## src/sv/brft_pkg.sv

```systemverilog
// Package for the byte ring FIFO tokenizer: request codes, character constants,
// find status codes and the structs used by the top level and the scan unit.
// Depends on nothing.
package brft_pkg;

   // Request action codes.
   localparam logic [2:0] ACT_PUT   = 3'd0;
   localparam logic [2:0] ACT_GET   = 3'd1;
   localparam logic [2:0] ACT_PEEK  = 3'd2;
   localparam logic [2:0] ACT_SKIP  = 3'd3;
   localparam logic [2:0] ACT_FIND  = 3'd4;
   localparam logic [2:0] ACT_TOKEN = 3'd5;

   // Find status codes.
   localparam logic [1:0] FIND_FOUND = 2'd0;
   localparam logic [1:0] FIND_EMPTY = 2'd1;
   localparam logic [1:0] FIND_NONE  = 2'd2;

   // Character constants.
   localparam logic [7:0] STAR_CHAR  = 8'h2A;
   localparam logic [7:0] QUOTE_CHAR = 8'h22;
   localparam logic [7:0] SPACE_MAX  = 8'h20;
   localparam logic [7:0] DEL_CHAR   = 8'h7F;

   // Longest token run that one request emits.
   localparam logic [5:0] MAX_RUN = 6'd63;

   // One result of the response channel.
   typedef struct packed {
      logic [7:0] byte_out;
      logic       ok;
      logic [5:0] count;
      logic [1:0] find_status;
      logic       last;
   } rsp_type;

   // Verdict of the scan unit on one byte.
   typedef struct packed {
      logic is_space;
      logic quote;
      logic hit;
   } scan_result_type;

endpackage

```

## src/sv/brft_ring.sv

```systemverilog
// Byte store of the ring FIFO: one write port, one registered read port and
// the clearing pass that zeroes every entry after reset. Imports brft_pkg.
module brft_ring
   import brft_pkg::*;
#(
   parameter int DEPTH = 64
) (
   input  logic                     clock,
   input  logic                     reset,
   input  logic                     wr_en,
   input  logic [$clog2(DEPTH)-1:0] wr_addr,
   input  logic [7:0]               wr_data,
   input  logic [$clog2(DEPTH)-1:0] rd_addr,
   output logic [7:0]               rd_data,
   output logic                     clearing
);

   localparam int PW = $clog2(DEPTH);
   localparam logic [PW-1:0] LAST_ADDR = PW'(DEPTH - 1);

   logic [7:0]    mem [DEPTH];
   logic [7:0]    rd_data_ff;
   logic [PW-1:0] clr_addr_ff;
   logic [PW-1:0] clr_addr_in;
   logic          clearing_ff;
   logic          clearing_in;

   // The clearing pass walks the store once, one entry per cycle.
   always_comb begin
      clr_addr_in = clr_addr_ff;
      clearing_in = clearing_ff;
      if (clearing_ff) begin
         clr_addr_in = PW'(clr_addr_ff + 1'b1);
         if (clr_addr_ff == LAST_ADDR) begin
            clearing_in = 1'b0;
         end
      end
   end

   always_ff @(posedge clock) begin
      if (reset) begin
         clr_addr_ff <= '0;
         clearing_ff <= 1'b1;
      end else begin
         clr_addr_ff <= clr_addr_in;
         clearing_ff <= clearing_in;
      end
   end

   // Store write: zeros during the clearing pass, otherwise the write port.
   always_ff @(posedge clock) begin
      if (clearing_ff) begin
         mem[clr_addr_ff] <= 8'h00;
      end else if (wr_en) begin
         mem[wr_addr] <= wr_data;
      end
   end

   // Registered read.
   always_ff @(posedge clock) begin
      rd_data_ff <= mem[rd_addr];
   end

   assign rd_data  = rd_data_ff;
   assign clearing = clearing_ff;

endmodule

```

## src/sv/brft_scan.sv

```systemverilog
// Shared byte classifier of the tokenizer: whitespace test, quote parity and
// the stop condition of the find scan. Uses brft_pkg constants and types.
module brft_scan
   import brft_pkg::*;
(
   input  logic [7:0]      data_byte,
   input  logic            quote_state,
   output scan_result_type result
);

   // A byte is whitespace at or below the space code or at or above DEL.
   always_comb begin
      result.is_space = (data_byte <= SPACE_MAX) || (data_byte >= DEL_CHAR);
      result.quote    = quote_state ^ (data_byte == QUOTE_CHAR);
      result.hit      = !result.quote && result.is_space;
   end

endmodule

```

## src/sv/byte_ring_fifo_tokenizer.sv

```systemverilog
// Byte ring FIFO with a whitespace tokenizer: sequencer, pointers and results.
// Depends on brft_pkg, brft_ring and brft_scan.
//
// A request is taken when start is high and busy is low; results come one
// per cycle on the rsp_ ports, marked by rsp_strobe, and cannot be held off.
// Put and unused actions finish in the accept cycle, get and peek go through
// a further state for the registered store read. Skip, find and token walk
// the stored bytes one per cycle through the single store read port and the
// shared classifier; token takes the skip and find walks and then streams
// one byte per cycle. Each result shows the cycle after it is formed, and
// busy drops in that cycle. After reset the store is zeroed in one pass
// over every entry, during which busy is high.
module byte_ring_fifo_tokenizer
   import brft_pkg::*;
#(
   parameter int DEPTH = 64
) (
   input  logic       clock,
   input  logic       reset,
   input  logic       start,
   output logic       busy,
   input  logic [2:0] req_action,
   input  logic [7:0] req_byte_in,
   input  logic [5:0] req_offset,
   output logic       rsp_strobe,
   output logic [7:0] rsp_byte_out,
   output logic       rsp_ok,
   output logic [5:0] rsp_count,
   output logic [1:0] rsp_find_status,
   output logic       rsp_last
);

   localparam int PW = $clog2(DEPTH);

   // Sequencer states.
   localparam logic [2:0] S_IDLE = 3'd0;
   localparam logic [2:0] S_GET  = 3'd1;
   localparam logic [2:0] S_PEEK = 3'd2;
   localparam logic [2:0] S_SKIP = 3'd3;
   localparam logic [2:0] S_FIND = 3'd4;
   localparam logic [2:0] S_EMIT = 3'd5;

   logic [2:0]      state_ff,    state_in;
   logic [PW-1:0]   wp_ff,       wp_in;
   logic [PW-1:0]   rp_ff,       rp_in;
   logic [PW-1:0]   idx_ff,      idx_in;
   logic            quote_ff,    quote_in;
   logic            token_ff,    token_in;
   logic [5:0]      tok_len_ff,  tok_len_in;
   logic [5:0]      emit_cnt_ff, emit_cnt_in;
   logic            rsp_strobe_ff, rsp_strobe_in;
   rsp_type         rsp_ff,      rsp_in;

   logic            wr_en;
   logic [PW-1:0]   wr_addr;
   logic [7:0]      wr_data;
   logic [PW-1:0]   rd_addr;
   logic [7:0]      rd_data;
   logic            clearing;
   scan_result_type scan;

   logic [PW-1:0]   used;
   logic [PW-1:0]   idx_next;
   logic [PW-1:0]   skip_n;
   logic [15:0]     pos_wide;
   logic            full;
   logic            empty;
   logic            emit_last;

   brft_ring #(.DEPTH(DEPTH)) u_ring (
      .clock    (clock),
      .reset    (reset),
      .wr_en    (wr_en),
      .wr_addr  (wr_addr),
      .wr_data  (wr_data),
      .rd_addr  (rd_addr),
      .rd_data  (rd_data),
      .clearing (clearing)
   );

   brft_scan u_scan (
      .data_byte   (rd_data),
      .quote_state (quote_ff),
      .result      (scan)
   );

   // Occupancy and scan helpers.
   assign used      = PW'(wp_ff - rp_ff);
   assign full      = (PW'(wp_ff + 1'b1) == rp_ff);
   assign empty     = (wp_ff == rp_ff);
   assign idx_next  = PW'(idx_ff + 1'b1);
   assign skip_n    = scan.is_space ? idx_next : idx_ff;
   assign pos_wide  = 16'(idx_ff);
   assign emit_last = (6'(emit_cnt_ff + 6'd1) == tok_len_ff);
   assign busy      = clearing || (state_ff != S_IDLE);

   // Sequencer.
   always_comb begin
      state_in      = state_ff;
      wp_in         = wp_ff;
      rp_in         = rp_ff;
      idx_in        = idx_ff;
      quote_in      = quote_ff;
      token_in      = token_ff;
      tok_len_in    = tok_len_ff;
      emit_cnt_in   = emit_cnt_ff;
      rsp_strobe_in = 1'b0;
      rsp_in        = '0;
      wr_en         = 1'b0;
      wr_addr       = wp_ff;
      wr_data       = req_byte_in;
      rd_addr       = rp_ff;

      unique case (state_ff)
         S_IDLE: begin
            if (start && !clearing) begin
               unique case (req_action)
                  ACT_PUT: begin
                     wr_en         = 1'b1;
                     rsp_strobe_in = 1'b1;
                     rsp_in.last   = 1'b1;
                     if (!full) begin
                        wp_in     = PW'(wp_ff + 1'b1);
                        rsp_in.ok = 1'b1;
                     end else begin
                        // Full ring: mark the newest byte as lost.
                        wr_addr = PW'(wp_ff - 1'b1);
                        wr_data = STAR_CHAR;
                     end
                  end
                  ACT_GET: begin
                     if (empty) begin
                        rsp_strobe_in = 1'b1;
                        rsp_in.last   = 1'b1;
                     end else begin
                        state_in = S_GET;
                     end
                  end
                  ACT_PEEK: begin
                     rd_addr  = PW'(rp_ff + PW'(req_offset));
                     state_in = S_PEEK;
                  end
                  ACT_SKIP, ACT_TOKEN: begin
                     if (empty) begin
                        rsp_strobe_in = 1'b1;
                        rsp_in.last   = 1'b1;
                     end else begin
                        idx_in   = '0;
                        token_in = (req_action == ACT_TOKEN);
                        state_in = S_SKIP;
                     end
                  end
                  ACT_FIND: begin
                     if (empty) begin
                        rsp_strobe_in      = 1'b1;
                        rsp_in.find_status = FIND_EMPTY;
                        rsp_in.last        = 1'b1;
                     end else begin
                        idx_in   = '0;
                        quote_in = 1'b0;
                        token_in = 1'b0;
                        state_in = S_FIND;
                     end
                  end
                  default: begin
                     rsp_strobe_in = 1'b1;
                     rsp_in.last   = 1'b1;
                  end
               endcase
            end
         end

         S_GET: begin
            rsp_strobe_in   = 1'b1;
            rsp_in.byte_out = rd_data;
            rsp_in.ok       = 1'b1;
            rsp_in.last     = 1'b1;
            rp_in           = PW'(rp_ff + 1'b1);
            state_in        = S_IDLE;
         end

         S_PEEK: begin
            rsp_strobe_in   = 1'b1;
            rsp_in.byte_out = rd_data;
            rsp_in.ok       = 1'b1;
            rsp_in.last     = 1'b1;
            state_in        = S_IDLE;
         end

         // Walk leading whitespace; the next address is read ahead.
         S_SKIP: begin
            if (scan.is_space && (idx_next != used)) begin
               idx_in  = idx_next;
               rd_addr = PW'(rp_ff + idx_next);
            end else begin
               rp_in = PW'(rp_ff + skip_n);
               if (!token_ff) begin
                  rsp_strobe_in = 1'b1;
                  rsp_in.ok     = 1'b1;
                  rsp_in.count  = 6'(skip_n);
                  rsp_in.last   = 1'b1;
                  state_in      = S_IDLE;
               end else if (skip_n == used) begin
                  // Only whitespace was held: no token.
                  rsp_strobe_in = 1'b1;
                  rsp_in.last   = 1'b1;
                  state_in      = S_IDLE;
               end else begin
                  idx_in   = '0;
                  quote_in = 1'b0;
                  rd_addr  = PW'(rp_ff + skip_n);
                  state_in = S_FIND;
               end
            end
         end

         // Search the first whitespace outside double quotes.
         S_FIND: begin
            if (scan.hit) begin
               if (!token_ff) begin
                  rsp_strobe_in = 1'b1;
                  rsp_in.ok     = 1'b1;
                  rsp_in.count  = 6'(idx_ff);
                  rsp_in.last   = 1'b1;
                  state_in      = S_IDLE;
               end else if (idx_ff == '0) begin
                  rsp_strobe_in = 1'b1;
                  rsp_in.last   = 1'b1;
                  state_in      = S_IDLE;
               end else begin
                  tok_len_in  = (pos_wide > 16'(MAX_RUN)) ? MAX_RUN : pos_wide[5:0];
                  emit_cnt_in = '0;
                  rd_addr     = rp_ff;
                  state_in    = S_EMIT;
               end
            end else if (idx_next == used) begin
               rsp_strobe_in = 1'b1;
               rsp_in.last   = 1'b1;
               if (!token_ff) begin
                  rsp_in.find_status = FIND_NONE;
               end
               state_in = S_IDLE;
            end else begin
               idx_in   = idx_next;
               quote_in = scan.quote;
               rd_addr  = PW'(rp_ff + idx_next);
            end
         end

         // Pop and emit the token bytes, one per cycle.
         S_EMIT: begin
            rsp_strobe_in   = 1'b1;
            rsp_in.byte_out = rd_data;
            rsp_in.ok       = 1'b1;
            rsp_in.count    = tok_len_ff;
            rsp_in.last     = emit_last;
            rp_in           = PW'(rp_ff + 1'b1);
            rd_addr         = PW'(rp_ff + 1'b1);
            emit_cnt_in     = 6'(emit_cnt_ff + 6'd1);
            if (emit_last) begin
               state_in = S_IDLE;
            end
         end

         default: begin
            state_in = S_IDLE;
         end
      endcase
   end

   // Control registers.
   always_ff @(posedge clock) begin
      if (reset) begin
         state_ff      <= S_IDLE;
         wp_ff         <= '0;
         rp_ff         <= '0;
         rsp_strobe_ff <= 1'b0;
      end else begin
         state_ff      <= state_in;
         wp_ff         <= wp_in;
         rp_ff         <= rp_in;
         rsp_strobe_ff <= rsp_strobe_in;
      end
   end

   // Scan and response payload registers.
   always_ff @(posedge clock) begin
      idx_ff      <= idx_in;
      quote_ff    <= quote_in;
      token_ff    <= token_in;
      tok_len_ff  <= tok_len_in;
      emit_cnt_ff <= emit_cnt_in;
      rsp_ff      <= rsp_in;
   end

   assign rsp_strobe      = rsp_strobe_ff;
   assign rsp_byte_out    = rsp_ff.byte_out;
   assign rsp_ok          = rsp_ff.ok;
   assign rsp_count       = rsp_ff.count;
   assign rsp_find_status = rsp_ff.find_status;
   assign rsp_last        = rsp_ff.last;

`ifndef NO_ASSERTIONS
   // A token run that is not finished keeps streaming in the next cycle.
   assert property (@(posedge clock) disable iff (reset)
      rsp_strobe_ff && !rsp_ff.last |=> rsp_strobe_ff)
      else $error("token run broken before its last byte");

   // The emit counter stays below the token length.
   assert property (@(posedge clock) disable iff (reset)
      (state_ff == S_EMIT) |-> (emit_cnt_ff < tok_len_ff))
      else $error("emit counter passed the token length");

   // Nothing writes the store while it is being cleared.
   assert property (@(posedge clock) disable iff (reset)
      clearing |-> !wr_en)
      else $error("store written during the clearing pass");

   // A put request answers in the next cycle.
   assert property (@(posedge clock) disable iff (reset)
      start && !busy && (req_action == ACT_PUT) |=> rsp_strobe_ff && rsp_ff.last)
      else $error("put request without a response");
`endif

endmodule
```

## config.mk

```make
export PLATFORM = sky130hd
export DESIGN_NAME = byte_ring_fifo_tokenizer
export DESIGN_NICKNAME = d
export VERILOG_FILES = /design/src/sv/brft_pkg.sv /design/src/sv/brft_ring.sv /design/src/sv/brft_scan.sv /design/src/sv/byte_ring_fifo_tokenizer.sv
export SDC_FILE = /design/constraint.sdc
export NUM_CORES = 1
export LEC_CHECK = 0
export BUFFER_PORTS_ARGS = -buffer_cell sky130_fd_sc_hd__buf_2
export CORE_ASPECT_RATIO = 0.8
export CORE_UTILIZATION = 53
export DETAILED_ROUTE_END_ITERATION = 8
export PLACE_DENSITY = 0.69
export SLEW_MARGIN = 20
export SYNTH_ARGS = -nofsm -noshare
export SYNTH_HDL_FRONTEND = slang
export SYNTH_SLANG_ARGS = --single-unit
export TNS_END_PERCENT = 10
```

## constraint.sdc

```tcl
create_clock -name clock -period 8.4 [get_ports clock]
set_clock_uncertainty 0.1 [all_clocks]
set_input_delay 0 -clock clock [delete_from_list [all_inputs] [get_ports clock]]
set_output_delay 0 -clock clock [all_outputs]
set_load 0.01 [all_outputs]
```

# Word level (Yosys, flattened, before mapping)
# Memories as Yosys holds them, arrays and structs flattened. A register that Yosys moved wholly into a read port is not among the register bits.
# Index checks and enable logic that the tools add are counted.
[totals] ram_bits=512 n_memories=1 inputBits=20 reg_bits=61
[classes] bitwise=3 n_mux=100 add_sub_neg=10 order_cmp=3 n_eq_ne=40 n_reduce_logical=31
[memory_table] name="u_ring.mem" words=64 width=8 rd=1 rd_ports_with_merged_regs=1 write_ports=1 line="brft_ring.sv:21" source="logic [7:0] mem [DEPTH];"
[ops] cell="2-to-1 mux 6 bit" n=25
[ops] cell="2-to-1 mux 3 bit" n=14
[ops] cell="2-to-1 mux 8 bit" n=5
[ops] cell="one-hot mux 6 bit (3 select lines)" n=2
[ops] cell="2-to-1 mux 1 bit" n=33
[ops] cell="adder 6 x 1 -> 6 bit, second input constant" n=5
[ops] cell="== test 6 bit" n=5
[ops] cell="2-to-1 mux 7 bit" n=4
[ops] cell="!= test 2 bit, second input constant" n=14
[ops] cell="one-hot mux 3 bit (4 select lines)" n=2
[ops] cell="one-hot mux 6 bit (2 select lines)" n=2
[ops] cell="one-hot mux 6 bit (4 select lines)" n=1
[ops] cell="adder 6 bit" n=3
[ops] cell="!= test 3 bit, second input constant" n=6
[ops] cell="AND reduction 8 bit" n=2
[ops] cell="== test 3 x 2 -> 1 bit, second input constant" n=4
[ops] cell="== test 3 bit, second input constant" n=4
[ops] cell="AND reduction 4 bit" n=3
[ops] cell="AND reduction 9 bit" n=1
[ops] cell="OR reduction 3 bit" n=3
[ops] cell="== test 8 x 6 -> 1 bit, second input constant" n=1
[ops] cell=">= comparator 8 x 7 -> 1 bit, second input constant" n=1
[ops] cell="less-or-equal comparator 8 x 6 -> 1 bit, second input constant" n=1
[ops] cell="2-to-1 mux 2 bit" n=4
[ops] cell="other kinds (27)" n=42

# Depth between registers and ports, before layout
[logic_depth] ltp_word=9 depth_mapped=21 ltp_nobuf=18

# Modules after synthesis
# Synthesis repeated with hierarchy kept, for this count alone.
[hier_totals] cells_unflattened=1528 hier_area_um2=25194.2
[by_module_without_submodules] mod="brft_ring" area_each_um2=20549.7 n_inst=1 cells_per_inst=975 seq_area_each_um2=15675.0
[by_module_without_submodules] mod="byte_ring_fifo_tokenizer" area_each_um2=4549.4 n_inst=1 cells_per_inst=542 seq_area_each_um2=1281.2
[by_module_without_submodules] mod="brft_scan" area_each_um2=95.1 n_inst=1 cells_per_inst=11 seq_area_each_um2=0.0

# Least setup slack after synthesis
# No wires, ideal clock.
[synth_path] path_kind="flip-flop to flip-flop" from="register rp_ff[1]" to="register u_ring.rd_data_ff[0], in the netlist u_ring.rd_data[0] (read register of u_ring.mem)" arrival_ns=3.979 stages_incl_launch_ff=20 path_buffers=4 setup_slack_ns=4.194 cell_sequence="dfxtp_1 -> clkbuf_1 -> inv_1 -> ha_1 -> nand2b_1 -> a21oi_1 -> or4_1 -> o311a_1 -> xnor2_2 -> a31o_2 -> o221ai_2 -> nand2_1 -> buf_4 -> buf_2 -> buf_1 -> nand2_1 -> nand3_1 -> a31oi_1 -> nand4_1 -> or3_1"
[synth_between] elab_chain_len=6 elab_cells_between_ends=17
[synth_rtl] element="start, declared" line="byte_ring_fifo_tokenizer.sv:45" source="logic [PW-1:0] rp_ff, rp_in;"
[synth_rtl] element="start signal, assigned" line="byte_ring_fifo_tokenizer.sv:281" source="rp_ff <= rp_in;"
[synth_rtl] element="subtractor 6 bit" line="byte_ring_fifo_tokenizer.sv:88" source="assign used = PW'(wp_ff - rp_ff);"
[synth_rtl] element="== test 6 bit" line="byte_ring_fifo_tokenizer.sv:203" source="end else if (skip_n == used) begin"
[synth_rtl] element="2-to-1 mux 6 bit" line="byte_ring_fifo_tokenizer.sv:203"
[synth_rtl] element="2-to-1 mux 6 bit" line="byte_ring_fifo_tokenizer.sv:197" source="if (!token_ff) begin"
[synth_rtl] element="2-to-1 mux 6 bit" line="byte_ring_fifo_tokenizer.sv:192" source="if (scan.is_space && (idx_next != used)) begin"
[synth_rtl] element="one-hot mux 6 bit (4 select lines) (*)" line="byte_ring_fifo_tokenizer.sv:114" source="unique case (state_ff)"
[synth_rtl] element="end, declared" line="brft_ring.sv:22" source="logic [7:0] rd_data_ff;"
# Every way passes the cells marked *; elsewhere a longest branch is shown, timed or not.
# A chain may end at the register's enable or synchronous reset.

# Worst setup path in the final report
# Same ends and word-level chain as after synthesis.

==> impl_results.md <==
- Die X: 247.4 um
- Avg WL per Cell: 24.21 um
- Largest net degree at the start of global routing: 133
- Slew HR: 25.97%
- Pwr Density: 351.5 mW/mm^2
- Hold WC Path Type: primary input to flop
- Top post-synthesis cells by area: edfxtp_1, nand2_1, a21oi_1
- Core Region: 0.04726 mm^2
- Worst slew pin tran: 1.106 ns
- Unrepaired setup endpoints after global routing: false
- Worst Path Required: 8.79 ns
- GRT Overall Usage: 27.67%
- Setup TNS: 0 ns
- First-pass iteration count of the detailed router: 7
- TritonCTS clock tree: yes
- WHS: 0.08841 ns
- Area Growth Syn to Fin: 10.50%
- Crit path arrival time: 6.63 ns
- Number of cell rows: 71
- Layout cells sized above 1: 9.049%
- H-tree depth: 2
- Total gr overflow: 0
- Syn Inst Count: 2088
- CP Max Fanout: 132
- # placed instances: 2653
- Fmax: 0.1602 GHz
- Via Count: 17190
- First-pass GRT wire length: 100.5 mm
- Max VDD drop: 372.2 uV
- Ratio of final minimum period to clock period: 74.33%
- Effective utilization at floorplan: 54.04%
- DIE AREA: 0.04907 mm^2
- Static leakage: 10.43 nW
- Seq/Total Area, Yosys: 66.39%
- Routed Antenna Nets: 0
- Port Buffers: 39
- Iter 0 DRT Violations: 2057
- Number of global-route vias before repair: 16270
- Final-layout fill cell count: 3689
- Post-DP HPWL: 41.64 mm
- Worst-case clock buffer depth: 3
- DRC viols: 0
- Clock root buffer: clkbuf_16
- DR vias/cell: 6.218
- Mapped Area: 0.02554 mm^2
- Critical Path End Type: flop
- Synth unique cells: 76
- Worst skew pair latency: 0.63 ns
- Syn_nets: 2139
- Count of warnings emitted by yosys: 0
- Final hold violations: 0
- Syn Area/Cell: 12.23 um^2
- Final wirelength: 66.95 mm
- Clk sinks: 581
- Max-cap viol count: 0
- Ports: 40
- EDFF count, synth: 532
- GP Congestion: 0.8999
- Antenna violations before repair: 1
- Minimum clock period: 6.244 ns
- Fin nets: 2149
- Crit path kind: flop to flop
- Worst-path clk slew: 0.07 ns
- Top-count cell post-synth: edfxtp_1
- Final count of negative-setup-slack endpoints: 0
- Synth Register Bits: 581
- Yosys top cell area share: 62.55%
- Status: finished, final reports clean
- DIE HEIGHT: 198.3 um
- Top FF cell, synth: edfxtp_1
- Slew Limit Fails: 0
- Non-Filler Instances: 2765
- Most frequent cells after synthesis: edfxtp_1, nand2_1, a21oi_1
- Largest area contributor in the netlist: edfxtp_1
- Critical Path Start Type: flop
- CTS Buf Count: 54
- Post-CTS setup buffers: 0
- Share of synthesized registers carrying an async set or reset: 0%
[timing repair]
action / CTS / global route
gates resized for setup: 0 / 0
hold endpoints to repair: 28 / 26
hold buffers: 8 / 1
[routing by layer]
metal  vias up  track usage, %  routed length [um]
met5         -               0                   0
met4         0           9.293                1955
met3       120           6.953                6954
met2       845           39.20               28940
met1      8448           41.44               29100
li1       7779               -                   -
[flip-flops by register name, indices dropped and copies added (netlist names)]
register,cells
rsp_byte_out,8
u_ring.clearing,1
emit_cnt_ff,6
rsp_strobe,1
u_ring.mem,512
u_ring.rd_data,8
state_ff,3
idx_ff,6
u_ring.clr_addr_ff,6
rsp_find_status,2
rsp_count,6
rp_ff,6
quote_ff,1
wp_ff,6
tok_len_ff,6
rsp_last,1
rsp_ok,1
token_ff,1
[cell usage in the layout (no fill, tap or decap), types with 39 or more instances in the layout]
cell type,instances
edfxtp_1,532
nand2_1,347
a21oi_1,210
nor2_1,154
a22oi_1,97
nand3_1,96
clkbuf_16,55
dfxtp_1,49
mux2i_1,40
buf_2,39
[power by group]
part | internal [mW] | switching (mW) | total [mW]
Clock | 1.49 | 1.10 | 2.59
Combinational | 1.24 | 2.75 | 3.99
Sequential | 3.20 | 0.137 | 3.34
[path summary, 6_finish.rpt]
| check | startpoint | to | slack [ns] | depth (start not counted) |
|---|---|---|---|---|
| worst max-delay path | rp_ff[1] | u_ring.rd_data[0] | 2.16 | 16 |
| worst min-delay path | req_byte_in[4] | u_ring.mem[37][4] | 0.09 | 3 |
| worst max register to register | rp_ff[1] | u_ring.rd_data[0] | 2.16 | 16 |
| worst min register to register | u_ring.clr_addr_ff[5] | u_ring.clr_addr_ff[5] | 0.43 | 2 |
[stage by stage]
step	worst slack [ns]	power [mW]	cell area (um^2)	utilization, %
5_1_grt	1.855	10.35	28220	59.71
3_5_place_dp	2.364	7.286	26240	55.51
3_3_place_gp	2.476	7.237	26240	55.51
4_1_cts	2.330	9.866	28210	59.68
6_report	2.156	9.921	28220	59.71
2_1_floorplan	4.194	6.068	25540	-
[worst max-delay path, stage by stage, from the launching register on]
cell	delay [ns]
dfxtp_1	0.75
inv_1	0.25
ha_1	0.36
nand2b_1	0.07
a21oi_1	0.29
o21a_1	0.20
nor3_1	0.08
or3_4	0.46
a21oi_2	0.46
o221ai_2	0.36
and2_4	0.55
buf_12	0.39
a21oi_1	0.24
a22oi_1	0.12
a22oi_1	0.36
nand4_1	0.43
or3_1	0.45
[area by class of cell]
cell class              count  area [um^2]  area share [%]
well taps                 620        775.7           2.749
multi-input cells        1356         7968           28.23
flip-flops and latches    581        16960           60.08
diodes                      1        2.502        0.008867
clock inverters            34        426.7           1.512
inverters                  33        123.9          0.4389
repair buffers             72        503.0           1.782
clock buffers              68         1465           5.192
[cell families (layout without fill, tap and decap cells)]
kind of cell | Yosys count | in the layout | synth area share [%]
buffers and inverters | 151 | 207 | 2.709
adder cells (fa/ha/maj) | 31 | 31 | 1.636
XOR/XNOR | 73 | 73 | 2.832
flip-flops | 581 | 581 | 66.39
other | 0 | 1 | 0
AND/OR/NAND/NOR | 722 | 722 | 12.32
multiplexers | 48 | 48 | 1.920
AO/OA/AOI/OAI | 482 | 482 | 12.19
No activity file was read; power rests on OpenSTA's default activity.
